$ cat config.mk
export PLATFORM = sky130hd
export DESIGN_NAME = bounded_fifo_with_remove_by_value_core
export DESIGN_NICKNAME = d
export VERILOG_FILES = /design/src/sv/bfr_pkg.sv /design/src/sv/bfr_ctrl.sv /design/src/sv/bfr_dpath.sv /design/src/sv/bounded_fifo_with_remove_by_value_core.sv
export SDC_FILE = /design/constraint.sdc
export NUM_CORES = 1
export LEC_CHECK = 0
export BUFFER_PORTS_ARGS = -buffer_cell sky130_fd_sc_hd__buf_4
export CORE_MARGIN = 4
export CORE_UTILIZATION = 59
export DETAILED_ROUTE_END_ITERATION = 7
export PLACE_DENSITY = 0.84
export REMOVE_ABC_BUFFERS = 1
export SLEW_MARGIN = 40
export SYNTH_ARGS = -nofsm -noshare
export SYNTH_HDL_FRONTEND = slang
export SYNTH_SLANG_ARGS = --single-unit
$ cat constraint.sdc
create_clock -name clk -period 4.65 [get_ports clk]
set_input_delay 1.395 -clock clk [delete_from_list [all_inputs] [get_ports clk]]
set_output_delay 1.395 -clock clk [all_outputs]
set_load 0.05 [all_outputs]
$ cat src/sv/bfr_pkg.sv
// ----------------------------------------------------------------------------
// bfr_pkg
// Shared types and codes for the bounded FIFO with remove by value.
// ----------------------------------------------------------------------------
package bfr_pkg;

  localparam int BFR_DEPTH = 16;

  localparam int CMD_W    = 2;
  localparam int VALUE_W  = 32;
  localparam int STATUS_W = 2;
  localparam int OCC_W    = 5;
  localparam int OUT_DATA_W = 40;

  localparam logic [CMD_W-1:0] CMD_ENQ = 2'd0;
  localparam logic [CMD_W-1:0] CMD_DEQ = 2'd1;
  localparam logic [CMD_W-1:0] CMD_REM = 2'd2;

  localparam logic [STATUS_W-1:0] ST_OK        = 2'd0;
  localparam logic [STATUS_W-1:0] ST_FULL      = 2'd1;
  localparam logic [STATUS_W-1:0] ST_EMPTY     = 2'd2;
  localparam logic [STATUS_W-1:0] ST_NOT_FOUND = 2'd3;

  // controller to datapath
  typedef struct packed {
    logic accept;
    logic exec;
    logic scan_step;
    logic shift_step;
    logic commit;
  } bfr_ctl_t;

  // datapath to controller
  typedef struct packed {
    logic op_scan;
    logic hit;
    logic miss;
    logic shift_done;
    logic out_free;
  } bfr_stat_t;

endpackage

$ cat src/sv/bfr_ctrl.sv
// ----------------------------------------------------------------------------
// bfr_ctrl
// Sequencer: dispatch, scan, shift and result hand-off for one command.
// ----------------------------------------------------------------------------
module bfr_ctrl
  import bfr_pkg::*;
(
  input  logic      clk,
  input  logic      rst_n,
  input  logic      in_tvalid,
  output logic      in_tready,
  input  bfr_stat_t stat,
  output bfr_ctl_t  ctl
);

  typedef enum logic [2:0] {
    S_IDLE,
    S_DISP,
    S_SCAN,
    S_SHIFT,
    S_DONE
  } state_t;

  state_t state_r, state_nxt;

  always_comb begin
    state_nxt = state_r;
    ctl       = '0;
    in_tready = 1'b0;
    case (state_r)
      S_IDLE: begin
        in_tready = 1'b1;
        if (in_tvalid) begin
          ctl.accept = 1'b1;
          state_nxt  = S_DISP;
        end
      end
      S_DISP: begin
        if (stat.op_scan) begin
          state_nxt = S_SCAN;
        end else begin
          ctl.exec  = 1'b1;
          state_nxt = S_DONE;
        end
      end
      S_SCAN: begin
        ctl.scan_step = 1'b1;
        if (stat.hit) begin
          state_nxt = S_SHIFT;
        end else if (stat.miss) begin
          state_nxt = S_DONE;
        end
      end
      S_SHIFT: begin
        ctl.shift_step = 1'b1;
        if (stat.shift_done) begin
          state_nxt = S_DONE;
        end
      end
      S_DONE: begin
        // hold until the output register can take the result
        if (stat.out_free) begin
          ctl.commit = 1'b1;
          state_nxt  = S_IDLE;
        end
      end
      default: begin
        state_nxt = S_IDLE;
      end
    endcase
  end

  always_ff @(posedge clk) begin
    if (!rst_n) begin
      state_r <= S_IDLE;
    end else begin
      state_r <= state_nxt;
    end
  end

endmodule

$ cat src/sv/bfr_dpath.sv
// ----------------------------------------------------------------------------
// bfr_dpath
// Entry memory, scan and shift pointers, count and output register.
// ----------------------------------------------------------------------------
module bfr_dpath
  import bfr_pkg::*;
#(
  parameter int DEPTH = BFR_DEPTH
)(
  input  logic                  clk,
  input  logic                  rst_n,
  input  logic [VALUE_W-1:0]    in_tdata,
  input  logic [CMD_W-1:0]      in_tuser,
  input  bfr_ctl_t              ctl,
  output bfr_stat_t             stat,
  output logic                  out_tvalid,
  input  logic                  out_tready,
  output logic [OUT_DATA_W-1:0] out_tdata,
  output logic [STATUS_W-1:0]   out_tuser
);

  localparam int AW = $clog2(DEPTH);
  localparam int CW = $clog2(DEPTH + 1);

  logic [VALUE_W-1:0] mem [DEPTH];

  logic [CMD_W-1:0]    cmd_r;
  logic [VALUE_W-1:0]  key_r;
  logic [CW-1:0]       count_r, count_nxt;
  logic [CW-1:0]       p_r;
  logic [AW-1:0]       last_r;
  logic [AW-1:0]       w_r;
  logic                pend_r;
  logic [VALUE_W-1:0]  rd_data_r;
  logic                inc_r, dec_r;
  logic [STATUS_W-1:0] res_status_r;
  logic [VALUE_W-1:0]  res_value_r;
  logic                out_valid_r;
  logic [STATUS_W-1:0] out_status_r;
  logic [VALUE_W-1:0]  out_value_r;
  logic [OCC_W-1:0]    out_occ_r;

  logic op_enq, op_deq, op_rem;
  logic full, p_lt, hit, miss;
  logic mem_we, mem_re;
  logic [AW-1:0]      mem_wa;
  logic [VALUE_W-1:0] mem_wd;

  assign op_enq = (cmd_r == CMD_ENQ);
  assign op_deq = (cmd_r == CMD_DEQ);
  assign op_rem = (cmd_r == CMD_REM);
  assign full   = (count_r == CW'(DEPTH));
  assign p_lt   = (p_r < count_r);
  // dequeue takes the first entry, remove the first one equal to the key
  assign hit    = pend_r & (op_deq | (rd_data_r == key_r));
  assign miss   = ~hit & ~p_lt;

  assign stat.op_scan    = op_deq | op_rem;
  assign stat.hit        = hit;
  assign stat.miss       = miss;
  assign stat.shift_done = ~p_lt & ~pend_r;
  assign stat.out_free   = ~out_valid_r | out_tready;

  assign mem_we = (ctl.exec & op_enq & ~full) | (ctl.shift_step & pend_r);
  assign mem_wa = ctl.exec ? count_r[AW-1:0] : w_r;
  assign mem_wd = ctl.exec ? key_r : rd_data_r;
  assign mem_re = (ctl.scan_step & ~hit & p_lt) | (ctl.shift_step & p_lt);

  always_comb begin
    count_nxt = count_r;
    if (inc_r) begin
      count_nxt = count_r + CW'(1);
    end else if (dec_r) begin
      count_nxt = count_r - CW'(1);
    end
  end

  always_ff @(posedge clk) begin
    if (mem_we) begin
      mem[mem_wa] <= mem_wd;
    end
    if (mem_re) begin
      rd_data_r <= mem[p_r[AW-1:0]];
    end
  end

  // control state
  always_ff @(posedge clk) begin
    if (!rst_n) begin
      count_r     <= '0;
      pend_r      <= 1'b0;
      out_valid_r <= 1'b0;
      inc_r       <= 1'b0;
      dec_r       <= 1'b0;
    end else begin
      if (ctl.accept) begin
        pend_r <= 1'b0;
        inc_r  <= 1'b0;
        dec_r  <= 1'b0;
      end
      if (ctl.exec && op_enq && !full) begin
        inc_r <= 1'b1;
      end
      if (ctl.scan_step) begin
        if (hit) begin
          dec_r  <= 1'b1;
          pend_r <= 1'b0;
        end else begin
          pend_r <= p_lt;
        end
      end
      if (ctl.shift_step) begin
        pend_r <= p_lt;
      end
      if (ctl.commit) begin
        count_r     <= count_nxt;
        out_valid_r <= 1'b1;
      end else if (out_tready) begin
        out_valid_r <= 1'b0;
      end
    end
  end

  // payload
  always_ff @(posedge clk) begin
    if (ctl.accept) begin
      cmd_r        <= in_tuser;
      key_r        <= in_tdata;
      p_r          <= '0;
      res_status_r <= ST_OK;
      res_value_r  <= '0;
    end
    if (ctl.exec) begin
      if (!op_enq) begin
        res_status_r <= ST_NOT_FOUND;
      end else if (full) begin
        res_status_r <= ST_FULL;
      end
    end
    if (ctl.scan_step) begin
      if (hit) begin
        res_value_r <= rd_data_r;
        w_r         <= last_r;
        p_r         <= CW'(last_r) + CW'(1);
      end else if (p_lt) begin
        last_r <= p_r[AW-1:0];
        p_r    <= p_r + CW'(1);
      end else begin
        res_status_r <= (op_deq && count_r == '0) ? ST_EMPTY : ST_NOT_FOUND;
      end
    end
    if (ctl.shift_step) begin
      if (p_lt) begin
        p_r <= p_r + CW'(1);
      end
      if (pend_r) begin
        w_r <= w_r + AW'(1);
      end
    end
    if (ctl.commit) begin
      out_status_r <= res_status_r;
      out_value_r  <= res_value_r;
      out_occ_r    <= OCC_W'(count_nxt);
    end
  end

  assign out_tvalid = out_valid_r;
  assign out_tuser  = out_status_r;
  assign out_tdata  = {(OUT_DATA_W - VALUE_W - OCC_W)'(0), out_occ_r, out_value_r};

endmodule

$ cat src/sv/bounded_fifo_with_remove_by_value_core.sv
// ----------------------------------------------------------------------------
// bounded_fifo_with_remove_by_value_core
// Ordered queue of up to DEPTH 32-bit entries with enqueue, dequeue and
// remove-first-match commands.
// ----------------------------------------------------------------------------
// Usage:
//   Input items carry a command in in_tuser (enqueue, dequeue, remove) and a
//   value in in_tdata. Each item yields exactly one result item: status in
//   out_tuser, removed value and new occupancy in out_tdata.
//   One command is worked at a time. Entries sit in a single-port-read,
//   single-port-write memory with the head at address 0, so dequeue and
//   remove walk the memory one entry per cycle: the scan up to the match,
//   then the move of every later entry one place toward the head.
//   Enqueue and bad codes skip the scan and shift; a dequeue or remove that
//   finds nothing skips the shift. in_tready returns in the same cycle that
//   the result is registered in the output register and out_tvalid rises.
//   The next item is taken once the result sits in the output register,
//   so a stalled receiver holds at most one finished result; a second one
//   waits inside the block and input stays stalled until the first leaves.
//   Reset empties the queue (count to zero); memory contents are not
//   cleared, since only written entries are ever read.
// ----------------------------------------------------------------------------
module bounded_fifo_with_remove_by_value_core
  import bfr_pkg::*;
#(
  parameter int DEPTH = BFR_DEPTH
)(
  input  logic                  clk,
  input  logic                  rst_n,
  input  logic                  in_tvalid,
  output logic                  in_tready,
  input  logic [VALUE_W-1:0]    in_tdata,   // [31:0] item_value
  input  logic [CMD_W-1:0]      in_tuser,   // [1:0] cmd
  output logic                  out_tvalid,
  input  logic                  out_tready,
  output logic [OUT_DATA_W-1:0] out_tdata,  // [31:0] result_value, [36:32] occupancy
  output logic [STATUS_W-1:0]   out_tuser   // [1:0] status
);

  bfr_ctl_t  ctl;
  bfr_stat_t stat;

  bfr_ctrl u_ctrl (
    .clk       (clk),
    .rst_n     (rst_n),
    .in_tvalid (in_tvalid),
    .in_tready (in_tready),
    .stat      (stat),
    .ctl       (ctl)
  );

  bfr_dpath #(
    .DEPTH (DEPTH)
  ) u_dpath (
    .clk        (clk),
    .rst_n      (rst_n),
    .in_tdata   (in_tdata),
    .in_tuser   (in_tuser),
    .ctl        (ctl),
    .stat       (stat),
    .out_tvalid (out_tvalid),
    .out_tready (out_tready),
    .out_tdata  (out_tdata),
    .out_tuser  (out_tuser)
  );

endmodule
## After elaboration in Yosys (flattened, before gate mapping)

Memory sizes are Yosys's and may differ from the RTL's. A register that Yosys moved wholly into a read port is not among the register bits.
Cells that the tools add are included.

- Bits in registers: 132
- Logic and storage cells: 119
- Output and inout bits: 44
- Memories: 1
- RAM bits: 512

Memory list:

| memory | words | bits a word | rd ports | clocked after memory_dff | write ports | line | text |
|---|---|---|---|---|---|---|---|
| u_dpath.mem | 16 | 32 | 1 | 1 | 1 | bfr_dpath.sv:25 | `logic [VALUE_W-1:0] mem [DEPTH];` |

- Equal/unequal tests: 12
- $add $sub $neg: 5
- Muxes and demuxes: 53
- $lt $le $gt $ge: 1
- Reduce and logical (&&, ||, !) cells: 12
- Bitwise gates (word level): 19

Operators with widths:

| cell | number |
|---|---|
| 32-bit 2-to-1 mux | 4 |
| 5-bit 2-to-1 mux | 8 |
| 32-bit equality test | 1 |
| 1-bit 2-to-1 mux | 22 |
| 4-bit 2-to-1 mux | 5 |
| 3-bit 2-to-1 mux | 6 |
| 3-bit case mux with 5 select lines | 1 |
| 2-bit 2-to-1 mux | 7 |
| 5-bit by 1-bit adder with 5-bit output (second input constant) | 2 |
| 1-bit AND | 9 |
| 3-bit by 2-bit equality test with 1-bit output (second input constant) | 2 |
| 2-bit != test (second input constant) | 3 |
| 4-bit by 1-bit adder with 5-bit output (second input constant) | 1 |
| 5-bit equality test (second input constant) | 1 |
| 5-bit zero test | 1 |
| 5-bit < comparator | 1 |
| 1-bit NOT | 5 |
| 1-bit bitwise OR | 5 |
| 5-bit by 1-bit subtractor with 5-bit output (second input constant) | 1 |
| 4-bit by 1-bit adder with 4-bit output (second input constant) | 1 |
| 4-bit AND reduction | 1 |
| 2-bit nonzero test | 2 |
| 3-bit by 1-bit equality test with 1-bit output (second input constant) | 1 |
| 3-bit equality test (second input constant) | 1 |
| 9 further kinds | 11 |

## Depth between registers and ports, before layout

Gate-level depths: netlist of run 1.

- Depth after elaboration: 9
- Depth in mapped cells: 10

## Cells and area by module

From an unflattened synthesis of run 1, not the netlist that was laid out.

- Cell total of the unflattened synthesis: 1,300
- Area, all modules: 26,360.3 um^2

By module, submodules not included:

| module | cells each | sequential area each (um^2) | instances | area each (um^2) |
|---|---|---|---|---|
| bfr_dpath | 1,269 | 19,688.9 | 1 | 26,118.8 |
| bfr_ctrl | 31 | 60.1 | 1 | 241.5 |

## Worst setup path after synthesis of run 1

No wires, ideal clock.

- Kind: register to register
- Start point: register u_dpath.cmd_r[0]
- End point: memory u_dpath.mem[1][0] (enable)
- Arrival: 3,097 ps
- Buffers on the path: 1
- Setup slack: 1,131 ps
- Cell stages (with the launch flop): 11
- Path through: edfxtp_1 -> inv_1 -> ha_1 -> nor2_1 -> nand2_1 -> or2_2 -> clkbuf_1 -> a21oi_1 -> a22o_1 -> nand2_1 -> nor2_1

- Word-level cells in the longest chain between the ends: 9

RTL lines:

| what | line | text |
|---|---|---|
| from (decl) | bfr_dpath.sv:27 | `logic [CMD_W-1:0] cmd_r;` |
| from (signal assigned) | bfr_dpath.sv:127 | `cmd_r <= in_tuser;` |
| 2-bit by 1-bit equality test with 1-bit output / 2-bit equality test (equally long branches) | bfr_dpath.sv:50, bfr_dpath.sv:51 |  |
| 1-bit bitwise OR | bfr_dpath.sv:58 | `assign stat.op_scan = op_deq \| op_rem;` |
| 1-bit 2-to-1 mux | bfr_ctrl.sv:39 | `if (stat.op_scan) begin` |
| 1-bit 2-to-1 mux | bfr_ctrl.sv:30 | `case (state_r)` |
| 1-bit AND (2 in series) | bfr_dpath.sv:64 | `assign mem_we = (ctl.exec & op_enq & ~full) \| (ctl.shift_step & pend_r);` |
| 1-bit bitwise OR | bfr_dpath.sv:64 |  |
| 1-bit 2-to-1 mux | bfr_dpath.sv:79 | `if (mem_we) begin` |
| 1-bit 2-to-1 mux (not written as such) | bfr_dpath.sv:80 | `mem[mem_wa] <= mem_wd;` |
| to (decl) | bfr_dpath.sv:25 |  |

Several ways; a longest one is shown, not always the timed one.

## Worst setup path in the final report of run 1

- Start point: register u_dpath.rd_data_r[22], read port of u_dpath.mem
- End point: register u_dpath.rd_data_r[1], read port of u_dpath.mem (enable)

- Word-level cells in the longest chain between the ends: 7

RTL lines:

| what | line | text |
|---|---|---|
| from (decl) | bfr_dpath.sv:34 | `logic [VALUE_W-1:0] rd_data_r;` |
| 32-bit equality test | bfr_dpath.sv:55 | `assign hit = pend_r & (op_deq \| (rd_data_r == key_r));` |
| 1-bit bitwise OR | bfr_dpath.sv:55 |  |
| 1-bit AND | bfr_dpath.sv:55 |  |
| 1-bit NOT (no source line) | - |  |
| 1-bit AND (2 in series) | bfr_dpath.sv:67 | `assign mem_re = (ctl.scan_step & ~hit & p_lt) \| (ctl.shift_step & p_lt);` |
| 1-bit bitwise OR | bfr_dpath.sv:67 |  |
| via u_dpath.mem_re | bfr_dpath.sv:45 | `logic mem_we, mem_re;` |

The timed path passes the listed nets, and every way through them passes these cells.
A chain may end at the register's enable or synchronous reset.

==> reports/metrics.cfg, run 1 <==
[run_status]
status=complete, no violations

[clock_network]
cts_max_path_buffers=3
path_clk_slew_ns=0.06
clock-root-buffer=clkbuf_16
cts_tree=yes
clk_latency_ns=0.60
cts_sinks=676
cts_hold_buf=0
numCtsBuffers=67
post_cts_resized=0
post_cts_buffers=0
h-tree-depth=3

[pwr]
switchingPower_mw=2.566
internal_power_mw=9.832
power_density_mw_per_mm2=418.9
p_leak_nw=9.274
pwr-share-clk_pct=42.5
pwr-share-comb_pct=3.2
seqPwrFrac_pct=54.3
vdd_ir_drop_max_mv=0.2981
p_sw_share_pct=20.70

[finish]
drive_gt1_share_pct=26.50
final_cells=2073
area_growth_syn_to_layout_pct=14.33
stdcell_area_mm2=0.02960
nNetsFinal=1487
fillCellCount=2495

[routing]
routed_via_density=6.678
wl_per_cell_um=31.53
drtPass1Iterations=6
num_vias=13840
finalWirelength_um=65360
ant_nets=0
route.detailed.drc=0
drt_iter0_markers=2320

[setup_path]
regToRegStartpoint=u_dpath.rd_data_r[22]$_DFFE_PP_
crit_required_ns=4.98
cp.arrival_ns=3.89
endpoint_kind=flop
start_kind=flop
cp-startpoint=u_dpath.rd_data_r[22]$_DFFE_PP_
crit_fanout=21
crit_type=reg -> reg

[timing]
slew-limit-headroom_pct=38.85
period_needed_ns=3.564
max_freq_ghz=0.2806
setup_viol=0
slew_violations=0
period_share_pct=76.65
tightest_slew_ns=0.9112
timing.hold.ws_ns=0.4297
rsz0062_at_grt=false
finalHoldViolations=0
fin_setup_tns_ns=0
fin_skew_ns=0.03361

[floorplanning]
die_y_um=217.5
ios=82
start_util_pct=59.83
rows=76
core-area_mm2=0.04327
dieArea_mm2=0.04729
die_w_um=217.5

[logic_synthesis]
synth_area_per_cell_um2=19.55
ys_seq_elements=676
yosysWarnings=0
ys_seq_area_share_pct=76.29
synth_area_mm2=0.02589
synth_cell_types=51
async_reset_ff_share_pct=0
synth_ff_type=edfxtp_1
synth_edf_count=621
syn_inst=1324

[job]
cap_violations=0

[worst_hold_path]
worstHoldStart=u_dpath.res_value_r[14]$_DFF_P_
min_path_type=reg -> reg

[global_routing]
grt_start_max_net_pins=90
grt_use_total_pct=28.33
grt_pass1_wl_um=97080
antenna_found_initial=2
grt_overflow=0
first_global_vias=14130

[placement]
place_area_mm2=0.02746
port_buffers=78
place_congestion=0.8293
placed_cells=1952
hpwl_um=36460

-- state kept, by name (all words and copies together) (netlist names) --
signal	count
u_ctrl.state_r	3
u_dpath.cmd_r	2
u_dpath.last_r	4
u_dpath.count_r	5
u_dpath.out_occ_r	5
u_dpath.inc_r	1
u_dpath.out_tuser	2
u_dpath.w_r	4
u_dpath.dec_r	1
u_dpath.mem	512
u_dpath.out_value_r	32
u_dpath.key_r	32
u_dpath.res_status_r	2
u_dpath.pend_r	1
u_dpath.p_r	5
u_dpath.rd_data_r	32
u_dpath.res_value_r	32
u_dpath.out_tvalid	1
-- path summary, 6_finish.rpt --
path / end / slack, ns / cells past startpoint
worst min-delay path: u_dpath.out_value_r[14]$_DFFE_PP_ / 0.43 / 0
worst max-delay path: u_dpath.rd_data_r[1]$_DFFE_PP_ / 1.09 / 7
worst max register to register: u_dpath.rd_data_r[1]$_DFFE_PP_ / 1.09 / 7
worst min register to register: u_dpath.out_value_r[14]$_DFFE_PP_ / 0.43 / 0
-- per-stage QoR --
| step | setup WS [ns] | utilization (%) | total power, mW |
|---|---|---|---|
| finish | 1.086 | 68.41 | 12.40 |
| global route | 0.9281 | 68.40 | 12.78 |
| CTS | 1.153 | 68.33 | 12.44 |
| detailed placement | 1.188 | 63.47 | 7.243 |
| global placement | 1.249 | 63.40 | 7.221 |
| floorplan | -2.410 | - | 7.060 |
-- final cells by class --
type                       instances  area (µm²)  share of cell area (%)
antenna                            1       2.502                0.008455
clock buffer                      93        1869                   6.316
timing repair buffer             108       979.7                   3.310
clock inverter                    26       231.5                  0.7821
sequential                       676       19760                   66.76
multi-input combinational        571        5969                   20.17
tap                              585       732.0                   2.473
inverter                          13       53.80                  0.1818
-- cells in the final DEF, fill, tap and decap left out, types with 4 or more instances in the layout --
master | Yosys | layout
nor3_1 | 9 | 9
or3_1 | 4 | 4
o21ai_0 | 44 | 43
nor2_1 | 33 | 16
dfxtp_1 | 55 | 51
xnor2_1 | 38 | 38
nor2_4 | 0 | 18
buf_12 | 0 | 11
nand4_1 | 11 | 11
inv_1 | 13 | 11
clkinv_1 | 0 | 7
bufinv_16 | 0 | 4
nand2_1 | 183 | 182
ha_1 | 12 | 12
clkbuf_16 | 0 | 71
buf_4 | 5 | 93
nand3_1 | 7 | 7
clkbuf_1 | 43 | 21
mux4_2 | 160 | 160
edfxtp_1 | 621 | 621
nor3b_1 | 4 | 4
a21oi_1 | 14 | 14
clkinv_2 | 0 | 12
-- Yosys cell counts, drive strengths merged (7+ instances only) --
master,number,share of area (%)
inv,13,0.19
o21ai,44,0.85
a21oi,14,0.27
nor3,9,0.17
nand2,183,2.7
ha,12,0.58
edfxtp,621,72
nor2,34,0.50
mux4,160,14
clkbuf,43,0.62
nand3,7,0.14
nand4,11,0.27
buf,23,0.46
dfxtp,55,4.3
xnor2,38,1.3
-- worst max-delay path, stage by stage (launching register included) --
cell and delay, ns:
edfxtp_1 0.44, xnor2_1 0.55, nand4_1 0.23, nor4_1 0.44
a21oi_1 0.35, o31ai_4 0.45, inv_1 0.47, buf_12 0.33
-- per-layer routing --
metal | vias up | share of wire [%] | track usage [%]
li1 | 5499 | - | -
met1 | 7001 | 36 | 40.72
met2 | 1182 | 47 | 43.41
met3 | 159 | 13 | 6.953
met4 | 2 | 3.8 | 10.22
met5 | - | 0.020 | 0
-- power by group through the flow --
stage	registers, mW	clock network, mW	logic, mW
6_report	6.73	5.27	0.401
5_1_grt	6.73	5.63	0.422
4_1_cts	6.73	5.31	0.394
3_5_place_dp	6.86	0	0.386
3_3_place_gp	6.85	0	0.366
2_1_floorplan	6.88	0	0.176
-- cells by family (layout without fill, tap and decap cells) --
group	count (synthesis)	in the layout	synth area share (%)
DFF	676	676	76.29
buffers and inverters	79	240	1.276
other	1	4	0.01449
AOI/OAI and AO/OA	88	88	2.180
xor gates and xnor gates	39	39	1.319
and+or+nand+nor	266	266	4.302
muxes	163	163	14.04
adders and majority gates	12	12	0.5800
No activity file was read; power rests on OpenSTA's default activity.
==> run 2: changes to the inputs <==
--- a/config.mk
+++ b/config.mk
@@ -5,9 +5,10 @@
 export SDC_FILE = /design/constraint.sdc
 export NUM_CORES = 1
 export LEC_CHECK = 0
+export ABC_AREA = 1
 export BUFFER_PORTS_ARGS = -buffer_cell sky130_fd_sc_hd__buf_4
 export CORE_MARGIN = 4
-export CORE_UTILIZATION = 59
+export CORE_UTILIZATION = 56
 export DETAILED_ROUTE_END_ITERATION = 7
 export PLACE_DENSITY = 0.84
 export REMOVE_ABC_BUFFERS = 1
==> constraint.sdc (replaced) <==
create_clock -name clk -period 2.9 [get_ports clk]
set_input_delay 0.87 -clock clk [delete_from_list [all_inputs] [get_ports clk]]
set_output_delay 0.87 -clock clk [all_outputs]
set_load 0.05 [all_outputs]
==> run 2 against run 1 <==
Effect of this change: clock-buffer cell count is 7 lower; non-clock buffer count is 74 higher; final area is 4.8% higher; final cell count is 36% higher; die area is 7.9% higher; critical path depth is 3 higher; sequential share of layout area is 3.1 points lower; fmax is 24% higher; hold slack better by 0.0031 ns; worst setup slack worse by 1.1 ns; largest power group unchanged.
==> reports/metrics.cfg, run 2 <==
[run_status]
status=complete, no violations

[worst_hold_path]
min_path_type=reg -> reg
worstHoldStart=u_dpath.res_value_r[21]$_DFF_P_

[timing]
finalHoldViolations=0  ; unchanged
fin_skew_ns=0.02107  ; -0.01254 ns
max_freq_ghz=0.3484  ; +24%
fin_ws_ns=0.02951  ; -1.056 ns
setup_viol=0  ; unchanged
period_share_pct=98.98  ; +22 points
rsz0062_at_grt=true
slew-limit-headroom_pct=48.33  ; +9.5 points
period_needed_ns=2.870  ; -0.6935 ns
tightest_slew_ns=0.7751  ; -0.1360 ns
slew_violations=0  ; unchanged

[global_routing]
grt_use_total_pct=26.64  ; -1.7 points
antenna_found_initial=0  ; -2
grt_start_max_net_pins=144  ; +60%
grt_overflow=0  ; unchanged
grt_pass1_wl_um=103300  ; +6.5%
first_global_vias=17830  ; +26%

[logic_synthesis]
synth_top_area_share_pct=70.12  ; -1.9 points
yosysWarnings=0  ; unchanged
yosys.area.top_type=edfxtp_1
synth.most_common_cell=edfxtp_1
async_reset_ff_share_pct=0  ; unchanged
synth_edf_count=621  ; unchanged
synth_area_mm2=0.02660  ; +2.7%
syn_inst=2011  ; +52%
synth_cell_types=36  ; -29%
synth_area_leaders=edfxtp_1 (70%), nor2_1 (4.7%), dfxtp_1 (4.1%), o21ai_0 (3.5%), nand2_1 (3.1%)
ys_seq_area_share_pct=74.26  ; -2.0 points
synth_ff_type=edfxtp_1
ys_seq_elements=676  ; unchanged
synth_common_cells=edfxtp_1 (621), nor2_1 (333), nand2_1 (217)
synth_area_per_cell_um2=13.23  ; -32%

[finish]
antennaDiodeCount=0  ; -1
final_common_cell=edfxtp_1
regMostFlops=u_dpath.mem
largest_reg_flops=512  ; unchanged
drive_gt1_share_pct=15.07  ; -11 points
final_cells=2810  ; +36%
area_growth_syn_to_layout_pct=16.62
final_cell_mix=edfxtp_1 (621), nor2_1 (314), nand2_1 (216), o21ai_0 (188), buf_4 (154)
nNetsFinal=2197  ; +48%

[setup_path]
endpoint_kind=flop
reg2reg_slack_ns=0.03  ; -1.06 ns
crit_type=reg -> reg
slowest_stage=nor2_4
reg2regPathDepth=10  ; +3
cp-startpoint=u_dpath.cmd_r[0]$_DFFE_PP_
crit_fanout=20  ; -4.8%
crit_path_cell_trace=inv_1 -> ha_1 -> nor2_4 -> buf_4 -> or2_2 -> o21ai_0 -> inv_1 -> nand2_1 -> nor2_4 -> buf_12
regToRegStartpoint=u_dpath.cmd_r[0]$_DFFE_PP_
crit_required_ns=3.19  ; -1.79 ns
r2r_end=u_dpath.mem[15][23]$_DFFE_PP_
start_kind=flop
critPathCapture=u_dpath.mem[15][23]$_DFFE_PP_
crit_path_max_incr_delay_ns=0.42  ; -0.13 ns
cp.arrival_ns=3.16  ; -0.73 ns

[floorplanning]
start_util_pct=56.88  ; -2.9 points
dieArea_mm2=0.05104  ; +7.9%
die_w_um=225.9  ; +3.9%
ios=82  ; unchanged
rows=79  ; +3.9%
die_y_um=225.9  ; +3.9%
core-area_mm2=0.04675  ; +8.1%

[placement]
placed_cells=2675  ; +37%
hpwl_um=39510  ; +8.4%
place_congestion=0.8860  ; +6.8%
place_ws_ns=0.1286  ; -1.060 ns
port_buffers=78  ; unchanged

[routing]
routed_via_density=6.373  ; -4.6%
finalWirelength_um=68620  ; +5.0%
drtPass1Iterations=8  ; +2
ant_nets=0  ; unchanged
drt_iter0_markers=2683  ; +16%
num_vias=17910  ; +29%
wl_per_cell_um=24.42  ; -23%
route.detailed.drc=0  ; unchanged

[job]
cap_violations=0  ; unchanged

[pwr]
power_density_mw_per_mm2=861.4  ; +110%
p_leak_nw=10.63  ; +15%
vdd_ir_drop_max_mv=0.6871  ; +130%

[clock_network]
h-tree-depth=3  ; unchanged
cts_max_path_buffers=3  ; unchanged
clk_latency_ns=0.61  ; about the same
numCtsBuffers=68  ; +1.5%
path_clk_slew_ns=0.06  ; about the same
cts_sinks=676  ; unchanged
clock-root-buffer=clkbuf_16
cts_tree=yes
cts_hold_buf=0  ; unchanged

==> run 2: cell type report <==
cell class                      instances  area (µm²)
Sequential cell                       676       19760
Clock buffer                           86        1883
Multi-Input combinational cell       1134        6171
Fill cell                            2897       15740
Tap cell                              607       759.5
Inverter                               85       324.1
Timing Repair Buffer                  182        1715
Clock inverter                         40       405.4
==> run 2: critical path: cells and delay by family (launching register included) <==
kind / cells / cell delay, ns
fa+ha+maj: 1 / 0.34
compound gates: 1 / 0.16
buf+inv: 4 / 0.65
flops: 1 / 0.35
simple gates: 4 / 1.02
==> run 2: metal layers <==
metal,part of all wire [%],vias to the layer above,GRT usage (%)
met5,0,-,0
met4,3.8,0,11.60
met3,12,239,6.746
met2,48,1350,42.72
met1,36,8675,34.93
li1,-,7645,-
==> run 2: stage by stage <==
stage,instance area (µm²),TNS [ns],util [%],hold slack (ns),power [mW]
final,31020,0,66.34,0.4328,26.72
after global routing,31020,-0.2282,66.34,0.4209,27.64
after CTS,30920,0,66.13,0.4202,26.66
after detailed placement,28630,0,61.24,0.4184,17.73
after global placement,28600,0,61.18,0.4146,17.48
after floorplan,26080,-1131.22,-,0.4086,16.27
==> run 2: logic make-up (layout without fill, tap and decap cells) <==
family / count (synthesis) / count (layout) / synth area share (%)
flops: 676 / 676 / 74.26
mux: 49 / 49 / 1.844
xor+xnor: 33 / 33 / 1.087
buf+inv: 203 / 393 / 3.162
compound gates: 368 / 368 / 8.953
simple gates: 669 / 669 / 10.12
other cells: 1 / 3 / 0.01410
fa+ha+maj: 12 / 12 / 0.5645
==> run 2: worst min path at each step <==
stage	to	cells past startpoint
2_1_floorplan	u_dpath.out_tuser[1]$_DFFE_PP_	0
3_3_place_gp	u_dpath.out_value_r[20]$_DFFE_PP_	0
3_5_place_dp	u_dpath.out_value_r[15]$_DFFE_PP_	0
4_1_cts	u_dpath.key_r[29]$_DFFE_PP_	1
5_1_grt	u_dpath.key_r[29]$_DFFE_PP_	1
6_report	u_dpath.out_value_r[21]$_DFFE_PP_	0
==> run 2: report_power, final <==
group | internal [mW] | switching, mW
registers | 12.0 | 0.375
clock network | 5.26 | 3.69
logic | 1.48 | 3.97
==> run 2: what timing repair did <==
item | in CTS | in global routing
endpoints found under the setup margin | 0 | 220
hold endpoints to repair | 0 | 0
buffers inserted | 0 | 9
resized for setup | 0 | 3
